--- config.mk ---
export PLATFORM = sky130hd
export DESIGN_NAME = psi_section_ts_packetizer
export DESIGN_NICKNAME = d
export VERILOG_FILES = /design/src/sv/psts_pkg.sv /design/src/sv/psts_ram.sv /design/src/sv/psi_section_ts_packetizer.sv
export SDC_FILE = /design/constraint.sdc
export NUM_CORES = 1
export LEC_CHECK = 0
export ABC_AREA = 0
export BUFFER_PORTS_ARGS = -buffer_cell sky130_fd_sc_hd__buf_2
export CAP_MARGIN = 20
export CORE_MARGIN = 4
export CORE_UTILIZATION = 56
export DETAILED_ROUTE_END_ITERATION = 7
export GPL_TIMING_DRIVEN = 0
export PLACE_DENSITY = 0.8
export SYNTH_ARGS = -nofsm -noshare
export SYNTH_HDL_FRONTEND = slang
export SYNTH_SLANG_ARGS = --single-unit
--- constraint.sdc ---
create_clock -name clk -period 27.5 [get_ports clk]
set_input_delay 2.75 -clock clk [delete_from_list [all_inputs] [get_ports clk]]
set_output_delay 2.75 -clock clk [all_outputs]
set_load 0.01 [all_outputs]
--- src/sv/psts_pkg.sv ---
// Shared types, constants and the CRC byte step of the PSI section packetizer.
package psts_pkg;

	localparam int unsigned COUNTER_SLOTS_DEF = 128;
	localparam int unsigned SLOT_CODES = 128;

	localparam logic [7:0] TS_SIZE = 8'd188;
	localparam logic [7:0] SYNC_BYTE = 8'h47;
	localparam logic [7:0] PUSI_FLAG = 8'h40;
	localparam logic [7:0] CC_FLAG = 8'h10;
	localparam logic [7:0] POINTER_FIELD = 8'h00;
	localparam logic [11:0] POS_MAX = 12'hFFF;
	localparam logic [31:0] CRC_POLY = 32'h04C11DB7;
	localparam logic [31:0] CRC_INIT = 32'hFFFFFFFF;

	localparam logic [2:0] HDR_LEN = 3'd4;
	localparam logic [2:0] HDR_LEN_PTR = 3'd5;
	localparam logic [2:0] UNIT_LAST_SEC = 3'd0;
	localparam logic [2:0] UNIT_LAST_CRC = 3'd4;

	typedef struct packed {
		logic [7:0] section_byte;
		logic [12:0] pid;
		logic [6:0] counter_slot;
		logic [11:0] section_bytes;
		logic last_byte;
	} in_t;

	typedef struct packed {
		logic [7:0] ts_byte;
		logic packet_start;
		logic [7:0] stuffing_after;
		logic last_of_run;
	} out_t;

	function automatic logic [31:0] crc8_step(input logic [31:0] crc, input logic [7:0] b);
		logic [31:0] c;
		c = crc ^ {b, 24'h000000};
		for (int i = 0; i < 8; i++) begin
			if (c[31]) begin
				c = {c[30:0], 1'b0} ^ CRC_POLY;
			end else begin
				c = {c[30:0], 1'b0};
			end
		end
		return c;
	endfunction

endpackage

--- src/sv/psts_ram.sv ---
// Generic single-write, single-read RAM with a registered read port.
module psts_ram #(
	parameter int unsigned WIDTH = 4,
	parameter int unsigned DEPTH = 128,
	localparam int unsigned AW = (DEPTH > 1) ? $clog2(DEPTH) : 1
) (
	input  logic clk,
	input  logic we,
	input  logic [AW-1:0] waddr,
	input  logic [WIDTH-1:0] wdata,
	input  logic re,
	input  logic [AW-1:0] raddr,
	output logic [WIDTH-1:0] rdata
);

	logic [WIDTH-1:0] mem_q [DEPTH];

	always_ff @(posedge clk) begin
		if (we) begin
			mem_q[waddr] <= wdata;
		end
		if (re) begin
			rdata <= mem_q[raddr];
		end
	end

endmodule

--- src/sv/psi_section_ts_packetizer.sv ---
// Top level of the PSI section to transport stream packetizer.
//
// The sec channel takes one section byte per beat, CRC excluded, with its pid,
// counter slot, section length and a last_byte mark. The ts channel gives one
// transport stream byte per beat, with a sync mark, the count of 0xFF stuffing
// bytes that close the packet, and a mark on the final byte caused by each
// input beat. Section length is patched into bytes 1 and 2 and CRC-32/MPEG-2
// is appended after the last byte.
// The first output byte of an input beat passes the emit stage and then the
// output register. Output runs at one byte per cycle through a single byte
// port unless the receiver stalls; a beat that opens a packet adds its header,
// a last beat adds the four CRC bytes, and beats follow back to back.
// The continuity counters live in a RAM read when a beat is accepted and
// written back in the next cycle if it opens a packet; a write that overlaps a read is forwarded.
// After reset the RAM is cleared one entry per cycle, through all
// COUNTER_SLOTS entries; sec_ready stays low during that pass.
// When the receiver stalls, the output register holds its beat and sec_ready
// drops as soon as the current input beat has bytes that cannot move.
module psi_section_ts_packetizer #(
	parameter int unsigned COUNTER_SLOTS = psts_pkg::COUNTER_SLOTS_DEF,
	localparam int unsigned AW = (COUNTER_SLOTS > 1) ? $clog2(COUNTER_SLOTS) : 1
) (
	input  logic clk,
	input  logic arst_n,
	input  logic sec_valid,
	output logic sec_ready,
	input  psts_pkg::in_t sec,
	output logic ts_valid,
	input  logic ts_ready,
	output psts_pkg::out_t ts
);

	logic [31:0] crc_q;
	logic [7:0] fill_q;
	logic [11:0] pos_q;
	logic first_q;
	logic clr_busy_q;
	logic [AW-1:0] clr_addr_q;

	logic valid_s1;
	logic first_cyc_s1;
	logic [7:0] byte_s1;
	logic [31:0] crc_s1;
	logic hdr_s1;
	logic [2:0] hdr_at_s1;
	logic pusi_s1;
	logic last_s1;
	logic [7:0] stuff_s1;
	logic [12:0] pid_s1;
	logic [AW-1:0] addr_s1;
	logic [2:0] unit_s1;
	logic [2:0] hpos_s1;

	logic [3:0] cc_hold_q;
	logic fwd_v_q;
	logic [AW-1:0] fwd_addr_q;
	logic [3:0] fwd_data_q;

	logic ts_valid_q;
	psts_pkg::out_t ts_q;

	logic [AW-1:0] slot_map [psts_pkg::SLOT_CODES];
	logic [AW-1:0] rd_addr;
	logic [3:0] rdata;
	logic [3:0] cc_cur;
	logic hdr_we;
	logic ram_we;
	logic [AW-1:0] ram_waddr;
	logic [3:0] ram_wdata;

	logic accept;
	logic [11:0] len;
	logic [7:0] b_patched;
	logic [31:0] crc_new;
	logic [7:0] fill_next;
	logic plan_hdr;
	logic [2:0] plan_hdr_at;
	logic [7:0] plan_stuff;

	logic [2:0] hlen;
	logic in_hdr;
	logic is_last;
	logic [7:0] unit_byte;
	logic [7:0] hdr_byte;
	logic out_can;
	logic emit;
	logic s1_done;
	psts_pkg::out_t emit_data;

	for (genvar i = 0; i < psts_pkg::SLOT_CODES; i++) begin : g_slot_map
		assign slot_map[i] = AW'(i % COUNTER_SLOTS);
	end

	assign rd_addr = slot_map[sec.counter_slot];

	psts_ram #(
		.WIDTH(4),
		.DEPTH(COUNTER_SLOTS)
	) u_cc_ram (
		.clk(clk),
		.we(ram_we),
		.waddr(ram_waddr),
		.wdata(ram_wdata),
		.re(accept),
		.raddr(rd_addr),
		.rdata(rdata)
	);

	always_comb begin
		if (first_cyc_s1) begin
			cc_cur = (fwd_v_q && fwd_addr_q == addr_s1) ? fwd_data_q : rdata;
		end else begin
			cc_cur = cc_hold_q;
		end
		hdr_we = valid_s1 && first_cyc_s1 && hdr_s1;
		ram_we = clr_busy_q || hdr_we;
		ram_waddr = clr_busy_q ? clr_addr_q : addr_s1;
		ram_wdata = clr_busy_q ? 4'd0 : cc_cur + 4'd1;
	end

	// Plan of the accepted beat: patched byte, CRC, header place and packet fill.
	always_comb begin
		logic [7:0] f;
		f = fill_q;
		plan_hdr = 1'b0;
		plan_hdr_at = 3'd0;
		len = sec.section_bytes + 12'd1;
		b_patched = sec.section_byte;
		if (pos_q == 12'd1) begin
			b_patched = {sec.section_byte[7:4], len[11:8]};
		end else if (pos_q == 12'd2) begin
			b_patched = len[7:0];
		end
		crc_new = psts_pkg::crc8_step(crc_q, b_patched);
		for (int u = 0; u < 5; u++) begin
			if (u == 0 || sec.last_byte) begin
				if (f == 8'd0) begin
					plan_hdr = 1'b1;
					plan_hdr_at = 3'(u);
					f = first_q ? 8'd5 : 8'd4;
				end
				f = f + 8'd1;
				if (f >= psts_pkg::TS_SIZE) begin
					f = 8'd0;
				end
			end
		end
		plan_stuff = (sec.last_byte && f != 8'd0) ? psts_pkg::TS_SIZE - f : 8'd0;
		fill_next = sec.last_byte ? 8'd0 : f;
	end

	always_comb begin
		hlen = pusi_s1 ? psts_pkg::HDR_LEN_PTR : psts_pkg::HDR_LEN;
		in_hdr = hdr_s1 && unit_s1 == hdr_at_s1 && hpos_s1 < hlen;
		is_last = !in_hdr
			&& unit_s1 == (last_s1 ? psts_pkg::UNIT_LAST_CRC : psts_pkg::UNIT_LAST_SEC);
		case (unit_s1)
			3'd1: unit_byte = crc_s1[31:24];
			3'd2: unit_byte = crc_s1[23:16];
			3'd3: unit_byte = crc_s1[15:8];
			3'd4: unit_byte = crc_s1[7:0];
			default: unit_byte = byte_s1;
		endcase
		case (hpos_s1)
			3'd0: hdr_byte = psts_pkg::SYNC_BYTE;
			3'd1: hdr_byte = (pusi_s1 ? psts_pkg::PUSI_FLAG : 8'h00) | {3'b000, pid_s1[12:8]};
			3'd2: hdr_byte = pid_s1[7:0];
			3'd3: hdr_byte = psts_pkg::CC_FLAG | {4'h0, cc_cur};
			default: hdr_byte = psts_pkg::POINTER_FIELD;
		endcase
		emit_data.ts_byte = in_hdr ? hdr_byte : unit_byte;
		emit_data.packet_start = in_hdr && hpos_s1 == 3'd0;
		emit_data.stuffing_after = is_last ? stuff_s1 : 8'd0;
		emit_data.last_of_run = is_last;
		out_can = !ts_valid_q || ts_ready;
		emit = valid_s1 && out_can;
		s1_done = emit && is_last;
		sec_ready = !clr_busy_q && (!valid_s1 || s1_done);
		accept = sec_valid && sec_ready;
	end

	always_ff @(posedge clk or negedge arst_n) begin
		if (!arst_n) begin
			crc_q <= psts_pkg::CRC_INIT;
			fill_q <= 8'd0;
			pos_q <= 12'd0;
			first_q <= 1'b1;
			clr_busy_q <= 1'b1;
			clr_addr_q <= '0;
			valid_s1 <= 1'b0;
			first_cyc_s1 <= 1'b0;
			fwd_v_q <= 1'b0;
			ts_valid_q <= 1'b0;
		end else begin
			if (clr_busy_q) begin
				if (clr_addr_q == AW'(COUNTER_SLOTS - 1)) begin
					clr_busy_q <= 1'b0;
				end else begin
					clr_addr_q <= clr_addr_q + 1'b1;
				end
			end
			fwd_v_q <= hdr_we;
			if (accept) begin
				crc_q <= sec.last_byte ? psts_pkg::CRC_INIT : crc_new;
				fill_q <= fill_next;
				if (sec.last_byte) begin
					pos_q <= 12'd0;
					first_q <= 1'b1;
				end else begin
					if (pos_q != psts_pkg::POS_MAX) begin
						pos_q <= pos_q + 12'd1;
					end
					if (plan_hdr) begin
						first_q <= 1'b0;
					end
				end
				valid_s1 <= 1'b1;
				first_cyc_s1 <= 1'b1;
			end else begin
				first_cyc_s1 <= 1'b0;
				if (s1_done) begin
					valid_s1 <= 1'b0;
				end
			end
			if (emit) begin
				ts_valid_q <= 1'b1;
			end else if (ts_ready) begin
				ts_valid_q <= 1'b0;
			end
		end
	end

	always_ff @(posedge clk) begin
		if (accept) begin
			byte_s1 <= b_patched;
			crc_s1 <= crc_new;
			hdr_s1 <= plan_hdr;
			hdr_at_s1 <= plan_hdr_at;
			pusi_s1 <= first_q;
			last_s1 <= sec.last_byte;
			stuff_s1 <= plan_stuff;
			pid_s1 <= sec.pid;
			addr_s1 <= rd_addr;
			unit_s1 <= 3'd0;
			hpos_s1 <= 3'd0;
		end else if (emit) begin
			if (in_hdr) begin
				hpos_s1 <= hpos_s1 + 3'd1;
			end else begin
				unit_s1 <= unit_s1 + 3'd1;
			end
		end
		if (first_cyc_s1) begin
			cc_hold_q <= cc_cur;
		end
		fwd_addr_q <= addr_s1;
		fwd_data_q <= ram_wdata;
		if (emit) begin
			ts_q <= emit_data;
		end
	end

	assign ts_valid = ts_valid_q;
	assign ts = ts_q;

	a_stuff_on_last: assert property (@(posedge clk) disable iff (!arst_n)
		ts_valid && ts.stuffing_after != 8'd0 |-> ts.last_of_run)
		else $error("Stuffing count on a beat that does not end its run.");

	a_sync_not_last: assert property (@(posedge clk) disable iff (!arst_n)
		ts_valid && ts.packet_start |-> !ts.last_of_run && ts.ts_byte == psts_pkg::SYNC_BYTE)
		else $error("Packet header beat ends a run or lacks the sync byte.");

	a_no_accept_in_clear: assert property (@(posedge clk) disable iff (!arst_n)
		clr_busy_q |-> !sec_ready && !hdr_we)
		else $error("Counter RAM accessed during the clearing pass.");

	a_accept_loads: assert property (@(posedge clk) disable iff (!arst_n)
		accept |=> valid_s1 && first_cyc_s1)
		else $error("Accepted beat did not load the emit stage.");

endmodule
==> results of run 1 <==
## state kept, by name, summed over array words and instances, names as in the netlist, 8 cells and up
signal,count
pid_s1,13
stuff_s1,8
ts,18
byte_s1,8
u_cc_ram.mem_q,512
crc_s1,32
pos_q,12
fill_q,8
crc_q,32
## worst reg2reg max path, delay by kind of cell, from the launching register on
kind,cells,cell delay [ns]
adders and majority gates,5,1.33
and+or+nand+nor,21,5.11
AOI/OAI and AO/OA,14,4.00
buffers and inverters,8,1.58
DFF,1,0.43
muxes,2,0.62
## metal layers
| metal | share of wire | GRT usage | up-vias |
|---|---|---|---|
| li1 | - | - | 7961 |
| met1 | 0.38 | 0.356 | 9572 |
| met2 | 0.49 | 0.421 | 1175 |
| met3 | 0.097 | 0.0538 | 200 |
| met4 | 0.036 | 0.102 | 2 |
| met5 | 0.00012 | 0 | - |
## area by class of cell
type / instances / area, um2
Buffer: 91 / 359
Clock buffer: 85 / 1770
Sequential cell: 694 / 20400
Fill cell: 3530 / 19700
Multi-Input combinational cell: 1118 / 9930
Tap cell: 696 / 871
Inverter: 34 / 128
Antenna cell: 2 / 5.00
Timing Repair Buffer: 80 / 622
Clock inverter: 35 / 373
## placed cells by master (no fill, tap or decap), types with 10 or more instances in the layout
cell and count:
and3_1 15, o21ai_0 45, nand4_1 21, o22a_1 32, dfxtp_1 17, nand2_1 102, edfxtp_1 612, dfstp_2 34
dfrtp_1 31, mux2i_1 12, clkinv_2 10, inv_1 31, o31ai_1 10, xor2_1 53, o32ai_1 11, a21oi_1 54
clkbuf_16 68, buf_12 10, nand3_1 39, nor3_1 26, ha_1 22, nor2_1 199, clkinv_1 10, mux4_2 168
clkbuf_1 75, buf_1 23, and2_1 19, a21o_1 13, buf_2 71, xnor2_1 71
## where the power goes
group	leakage [nW]	internal [mW]	switching [mW]
logic	3.73	0.464	0.907
registers	6.47	1.53	0.0487
clock network	1.04	0.516	0.389
total	11.2	2.51	1.35
## through the flow
step / util / hold slack (ns) / power, mW / worst slack [ns]
final: 0.636 / 0.471 / 3.86 / 14.12
after global placement: 0.591 / 0.445 / 2.88 / 14.92
after floorplan: - / 0.407 / 2.52 / 16.85
after detailed placement: 0.595 / 0.444 / 2.93 / 14.53
after CTS: 0.635 / 0.458 / 3.84 / 14.45
after global routing: 0.636 / 0.463 / 4.03 / 13.04
## logic make-up (layout without fill, tap and decap cells)
family          Yosys count  count (layout)  share of synthesized area
flops                   694             694                      0.662
simple gates            484             484                     0.0733
compound gates          299             299                     0.0734
mux                     187             187                      0.129
xor+xnor                126             126                     0.0367
buf+inv                 125             325                     0.0158
fa+ha+maj                22              22                    0.00894
other cells               0               2                          0
## worst paths after layout
| path | to | slack, ns | cells past startpoint | start |
|---|---|---|---|---|
| worst max register to register | stuff_s1[7]$_SDFFCE_PN0P_ | 14.12 | 50 | fill_q[4]$_DFFE_PN0P_ |
| worst min register to register | fwd_addr_q[1]$_DFF_P_ | 0.47 | 0 | addr_s1[1]$_DFFE_PP_ |
| worst min-delay path | fwd_addr_q[1]$_DFF_P_ | 0.47 | 0 | addr_s1[1]$_DFFE_PP_ |
| max in group asynchronous | clr_addr_q[0]$_DFFE_PN0P_ | 24.65 | 1 | arst_n |
| worst max-delay path | stuff_s1[7]$_SDFFCE_PN0P_ | 14.12 | 50 | fill_q[4]$_DFFE_PN0P_ |
| min in group asynchronous | fill_q[6]$_DFFE_PN0P_ | 2.25 | 1 | arst_n |
==> impl_metrics.tcl, run 1 <==
set metrics [dict create \
    status "finished, final reports clean" \
    synth_area_leaders "edfxtp_1 60%, mux4_2 12%, dfstp_2 2.9%" \
    cp_common_cell "ha_1" \
    postRouteWirelength_um 76800 \
    path_max_fanout 10 \
    syn_nets 2004 \
    nets 2152 \
    die_h_um 242 \
    min-delay-path-class "reg -> reg" \
    crit_path_end_kind "flip-flop" \
    row_count 85 \
    fmax_ghz 0.0747 \
    avgSynthCellArea_um2 15.9 \
    postSynth.topFlopCell "edfxtp_1" \
    dp_hpwl_um 51400 \
    gp_congestion 0.957 \
    yosysMostFrequentCell "edfxtp_1" \
    p_per_area_nw_per_um2 112 \
    dp.cells 2708 \
    synth_cell_types 99 \
    finalSetupViolCount 0 \
    start_util 0.568 \
    numPortBuffers 64 \
    cts_hold_buf 0 \
    drcViolationCount 0 \
    antenna_found_initial 3 \
    slew_headroom 0.152 \
    root_buffer "clkbuf_16" \
    cp_data_arrival_time_ns 13.70 \
    avgViaCountPerCell 6.67 \
    p_leak_nw 11.2 \
    drtAntennaViolNets 0 \
    ys_seq_area_frac 0.662 \
    worst_pin_slew_ns 1.27 \
    path_clk_slew_ns 0.06 \
    grt_pass1_vias 18903 \
    ctsResizeCount 0 \
    wl_per_cell_um 27.1 \
    critPathSlowestCell "a2111oi_1" \
    min_period_over_period 0.486 \
    syn_to_final_growth_pct 11.9 \
    ir_drop_v 0.000101 \
    cts_tree "built" \
    num_vias 18910 \
    finalHoldViolCount 0 \
    cts_made_buffers 66 \
    die_w_um 242 \
    synth_top_area_share 0.597 \
    rsz0062_at_grt "false" \
    postCtsSetupBuffers 0 \
    mappedNetlistArea_um2 30800 \
    drv_slew 0 \
    synth-seq-cells 694 \
    firstDrtPassIters 7 \
    final_area_um2 34400 \
    cp-start-kind "flip-flop" \
    dpl_cell_area_um2 32200 \
    cp_num_buf_inv 8 \
    die_area_um2 58800 \
    cts.htree.levels 3 \
    setup_tns_ns 0 \
    track_usage 0.262 \
    grt_pass1_wl_um 118000 \
    clkLatencyLatePin_ns 0.61 \
    slowest_delay_ns 0.63 \
    path_delay_family "simple AND/OR/NAND/NOR gates" \
    maxCapViolCount 0 \
    ios 65 \
    period_minus_slack_ns 13.38 \
    required_ns 27.82 \
    drive_gt1_frac 0.206 \
    cts.sinks 694 \
    async_flop_share 0.0937 \
    coreArea_um2 54100 \
    final_cells 2835 \
    yosys_warnings 0 \
    grt-ovfl-total 0 \
    clk_path_buf_depth 3 \
    drt_iter0_drc 2529 \
    synth_edf_count 612 \
    synth_common_cells "612 x edfxtp_1, 202 x nor2_1, 168 x mux4_2, 102 x nand2_1, 71 x xnor2_1" \
    finalClockSkew_ns 0.0330 \
    criticalPathCategory "reg -> reg" \
    grt_max_degree 66 \
    yosys.area.top_type "edfxtp_1" \
    netlist_instances 1937 \
]
No activity file was read; power rests on OpenSTA's default activity.
==> run 2: changes to the inputs <==
--- a/config.mk
+++ b/config.mk
@@ -12,7 +12,7 @@
 export CORE_UTILIZATION = 56
 export DETAILED_ROUTE_END_ITERATION = 7
 export GPL_TIMING_DRIVEN = 0
-export PLACE_DENSITY = 0.8
+export PLACE_DENSITY = 0.83
 export SYNTH_ARGS = -nofsm -noshare
 export SYNTH_HDL_FRONTEND = slang
 export SYNTH_SLANG_ARGS = --single-unit
==> constraint.sdc (replaced) <==
create_clock -name clk -period 10.9 [get_ports clk]
set_input_delay 1.09 -clock clk [delete_from_list [all_inputs] [get_ports clk]]
set_output_delay 1.09 -clock clk [all_outputs]
set_load 0.01 [all_outputs]
==> run 2 against run 1 <==
Net effect: the run now ends with design-rule violations left; critical endpoint is now stuff_s1[6]$_SDFFCE_PN0P_; global-route usage rose by 1.4 points; non-clock buffer count rose by 23; critical path depth fell by 2; register-to-register slack got worse by 14 ns; first-iteration DRC count rose by 11%; hold slack improved by 0.037 ns; sequential power rose to 2.5 times the previous value; clock-buffer cell count rose by 2; routed wire length rose by 7.3%; largest power group unchanged; die area did not move; power rose to 2.6 times the previous value; largest cell class unchanged.
==> impl_metrics.tcl, run 2 (synthesis results as in run 1) <==
set metrics [dict create \
    firstDrtPassIters 8 \
    grt-ovfl-total 0 \
    avgViaCountPerCell 6.91 \
    root_buffer "clkbuf_16" \
    wl_per_cell_um 28.8 \
    ir_drop_v 0.000312 \
    final_area_um2 35000 \
    cts.sinks 694 \
    final_cell_mix "612 x edfxtp_1, 199 x nor2_1, 168 x mux4_2, 99 x nand2_1, 72 x clkbuf_1" \
    fillerInstances 3398 \
    num_vias 19733 \
    drtAntennaViolNets 0 \
    rrSetupSlack_ns 0.41 \
    required_ns 11.25 \
    min_period_over_period 0.962 \
    p_per_area_nw_per_um2 286 \
    clk_path_buf_depth 3 \
    rr_startpoint "fill_q[4]$_DFFE_PN0P_" \
    cts_tree "built" \
    cp_common_cell "inv_1" \
    cts.htree.levels 3 \
    gp_congestion 0.929 \
    drv_slew 0 \
    ios 65 \
    syn_to_final_growth_pct 13.6 \
    row_count 85 \
    rr_worst_depth 48 \
    slew_headroom 0.133 \
    fmax_ghz 0.0954 \
    largest-register "u_cc_ram.mem_q" \
    period_minus_slack_ns 10.49 \
    min-delay-start "addr_s1[5]$_DFFE_PP_" \
    drcViolationCount 1 \
    grt_pass1_vias 19523 \
    path_max_fanout 10 \
    dp_hpwl_um 51000 \
    drive_gt1_frac 0.230 \
    nets 2176 \
    cts_hold_buf 0 \
    worst_pin_slew_ns 1.30 \
    slowest_delay_ns 0.47 \
    drt_iter0_drc 2817 \
    status "finished, violations left" \
    min_to "fwd_addr_q[5]$_DFF_P_" \
    dpl_cell_area_um2 32300 \
    multi_input_area_um2 10200 \
    track_usage 0.276 \
    criticalPathCategory "reg -> reg" \
    rr_endpoint "stuff_s1[6]$_SDFFCE_PN0P_" \
    cp-start-kind "flip-flop" \
    postRouteWirelength_um 82400 \
    largest_reg_flops 512 \
    grt_pass1_wl_um 123000 \
    layout_commonest_cell "edfxtp_1" \
    clkLatencyLatePin_ns 0.62 \
    coreArea_um2 54100 \
    seq_area_um2 20400 \
    maxCapViolCount 0 \
    violations "design-rule violations" \
    holdPathStages 0 \
    finalHoldViolCount 0 \
    finalSetupViolCount 0 \
    critPathSlowestCell "or4_4" \
    place_worst_setup_slack_ns -1.75 \
    reg_top3 "u_cc_ram.mem_q x512, crc_q x32, crc_s1 x32" \
    die_h_um 242 \
    die_area_um2 58800 \
    antenna_found_initial 3 \
    numPortBuffers 64 \
    die_w_um 242 \
    startpoint "fill_q[4]$_DFFE_PN0P_" \
    finalClockSkew_ns 0.0366 \
    min-delay-path-class "reg -> reg" \
    path_clk_slew_ns 0.07 \
    cts_made_buffers 67 \
    cp_data_arrival_time_ns 10.84 \
    fin_ws_ns 0.413 \
    grt_max_degree 66 \
    start_util 0.568 \
    p_leak_nw 11.4 \
    crit_path_end_kind "flip-flop" \
]
run 2: cell count changes in the layout (fill, tap and decap cells not counted), sizes merged:
| cell | change |
|---|---|
| buf | +24 |
| bufinv | -1 |
| clkbuf | +1 |
| clkinv | -2 |
| diode | -1 |
| inv | +1 |
run 2: report_power, final:
group,total [mW],internal [mW],switching (mW)
sequential,4.00,3.86,0.133
combinational,3.69,1.27,2.42
clock,2.32,1.30,1.02
total,10.0,6.44,3.57
run 2: worst max-delay path by stage:
stage | end | cells after the start
2_1_floorplan | stuff_s1[7]$_SDFFCE_PN0P_ | 52
3_3_place_gp | stuff_s1[7]$_SDFFCE_PN0P_ | 52
3_5_place_dp | stuff_s1[7]$_SDFFCE_PN0P_ | 50
4_1_cts | stuff_s1[6]$_SDFFCE_PN0P_ | 51
5_1_grt | stuff_s1[6]$_SDFFCE_PN0P_ | 48
6_report | stuff_s1[6]$_SDFFCE_PN0P_ | 48
run 2: final cells by class:
class / count / share of cell area
plain buffers: 88 / 0.0100
clock inverters: 33 / 0.0107
clock buffers: 87 / 0.0513
inverters: 34 / 0.00365
well taps: 696 / 0.0249
repair buffers: 106 / 0.0246
flip-flops and latches: 694 / 0.583
multi-input cells: 1118 / 0.291
diodes: 1 / 0.0000716
run 2: repair_timing:
| action | 4_1_cts | 5_1_grt |
|---|---|---|
| pin swaps | 4 | 13 |
| hold endpoints to repair | 0 | 0 |
| gates resized for setup | 26 | 21 |
| setup buffers | 4 | 18 |
| setup endpoints to repair | 8 | 8 |
run 2: metal layers:
| metal | part of all wire | GRT usage |
|---|---|---|
| met5 | 0.00016 | 0 |
| met4 | 0.047 | 0.126 |
| met3 | 0.12 | 0.0691 |
| met2 | 0.49 | 0.449 |
| met1 | 0.34 | 0.353 |
run 2: stage by stage:
stage | hold WS [ns] | TNS (ns) | util | instances | total power [mW]
after floorplan | 0.407 | 0 | - | 1937 | 6.37
after global placement | 0.466 | -11.66 | 0.591 | 2697 | 7.25
after detailed placement | 0.466 | -13.38 | 0.596 | 2710 | 7.41
after CTS | 0.497 | 0 | 0.639 | 2831 | 9.82
after global routing | 0.524 | -0.191 | 0.646 | 2857 | 10.4
final | 0.508 | 0 | 0.646 | 2857 | 10.0
run 2: critical path: cells and delay by family, from the launching register on:
kind                     cells  cell delay [ns]
AND/OR/NAND/NOR             18             3.74
flip-flops                   1             0.45
adder cells (fa/ha/maj)      5             1.09
AO/OA/AOI/OAI               17             3.43
buffers and inverters        6             0.88
multiplexers                 2             0.59
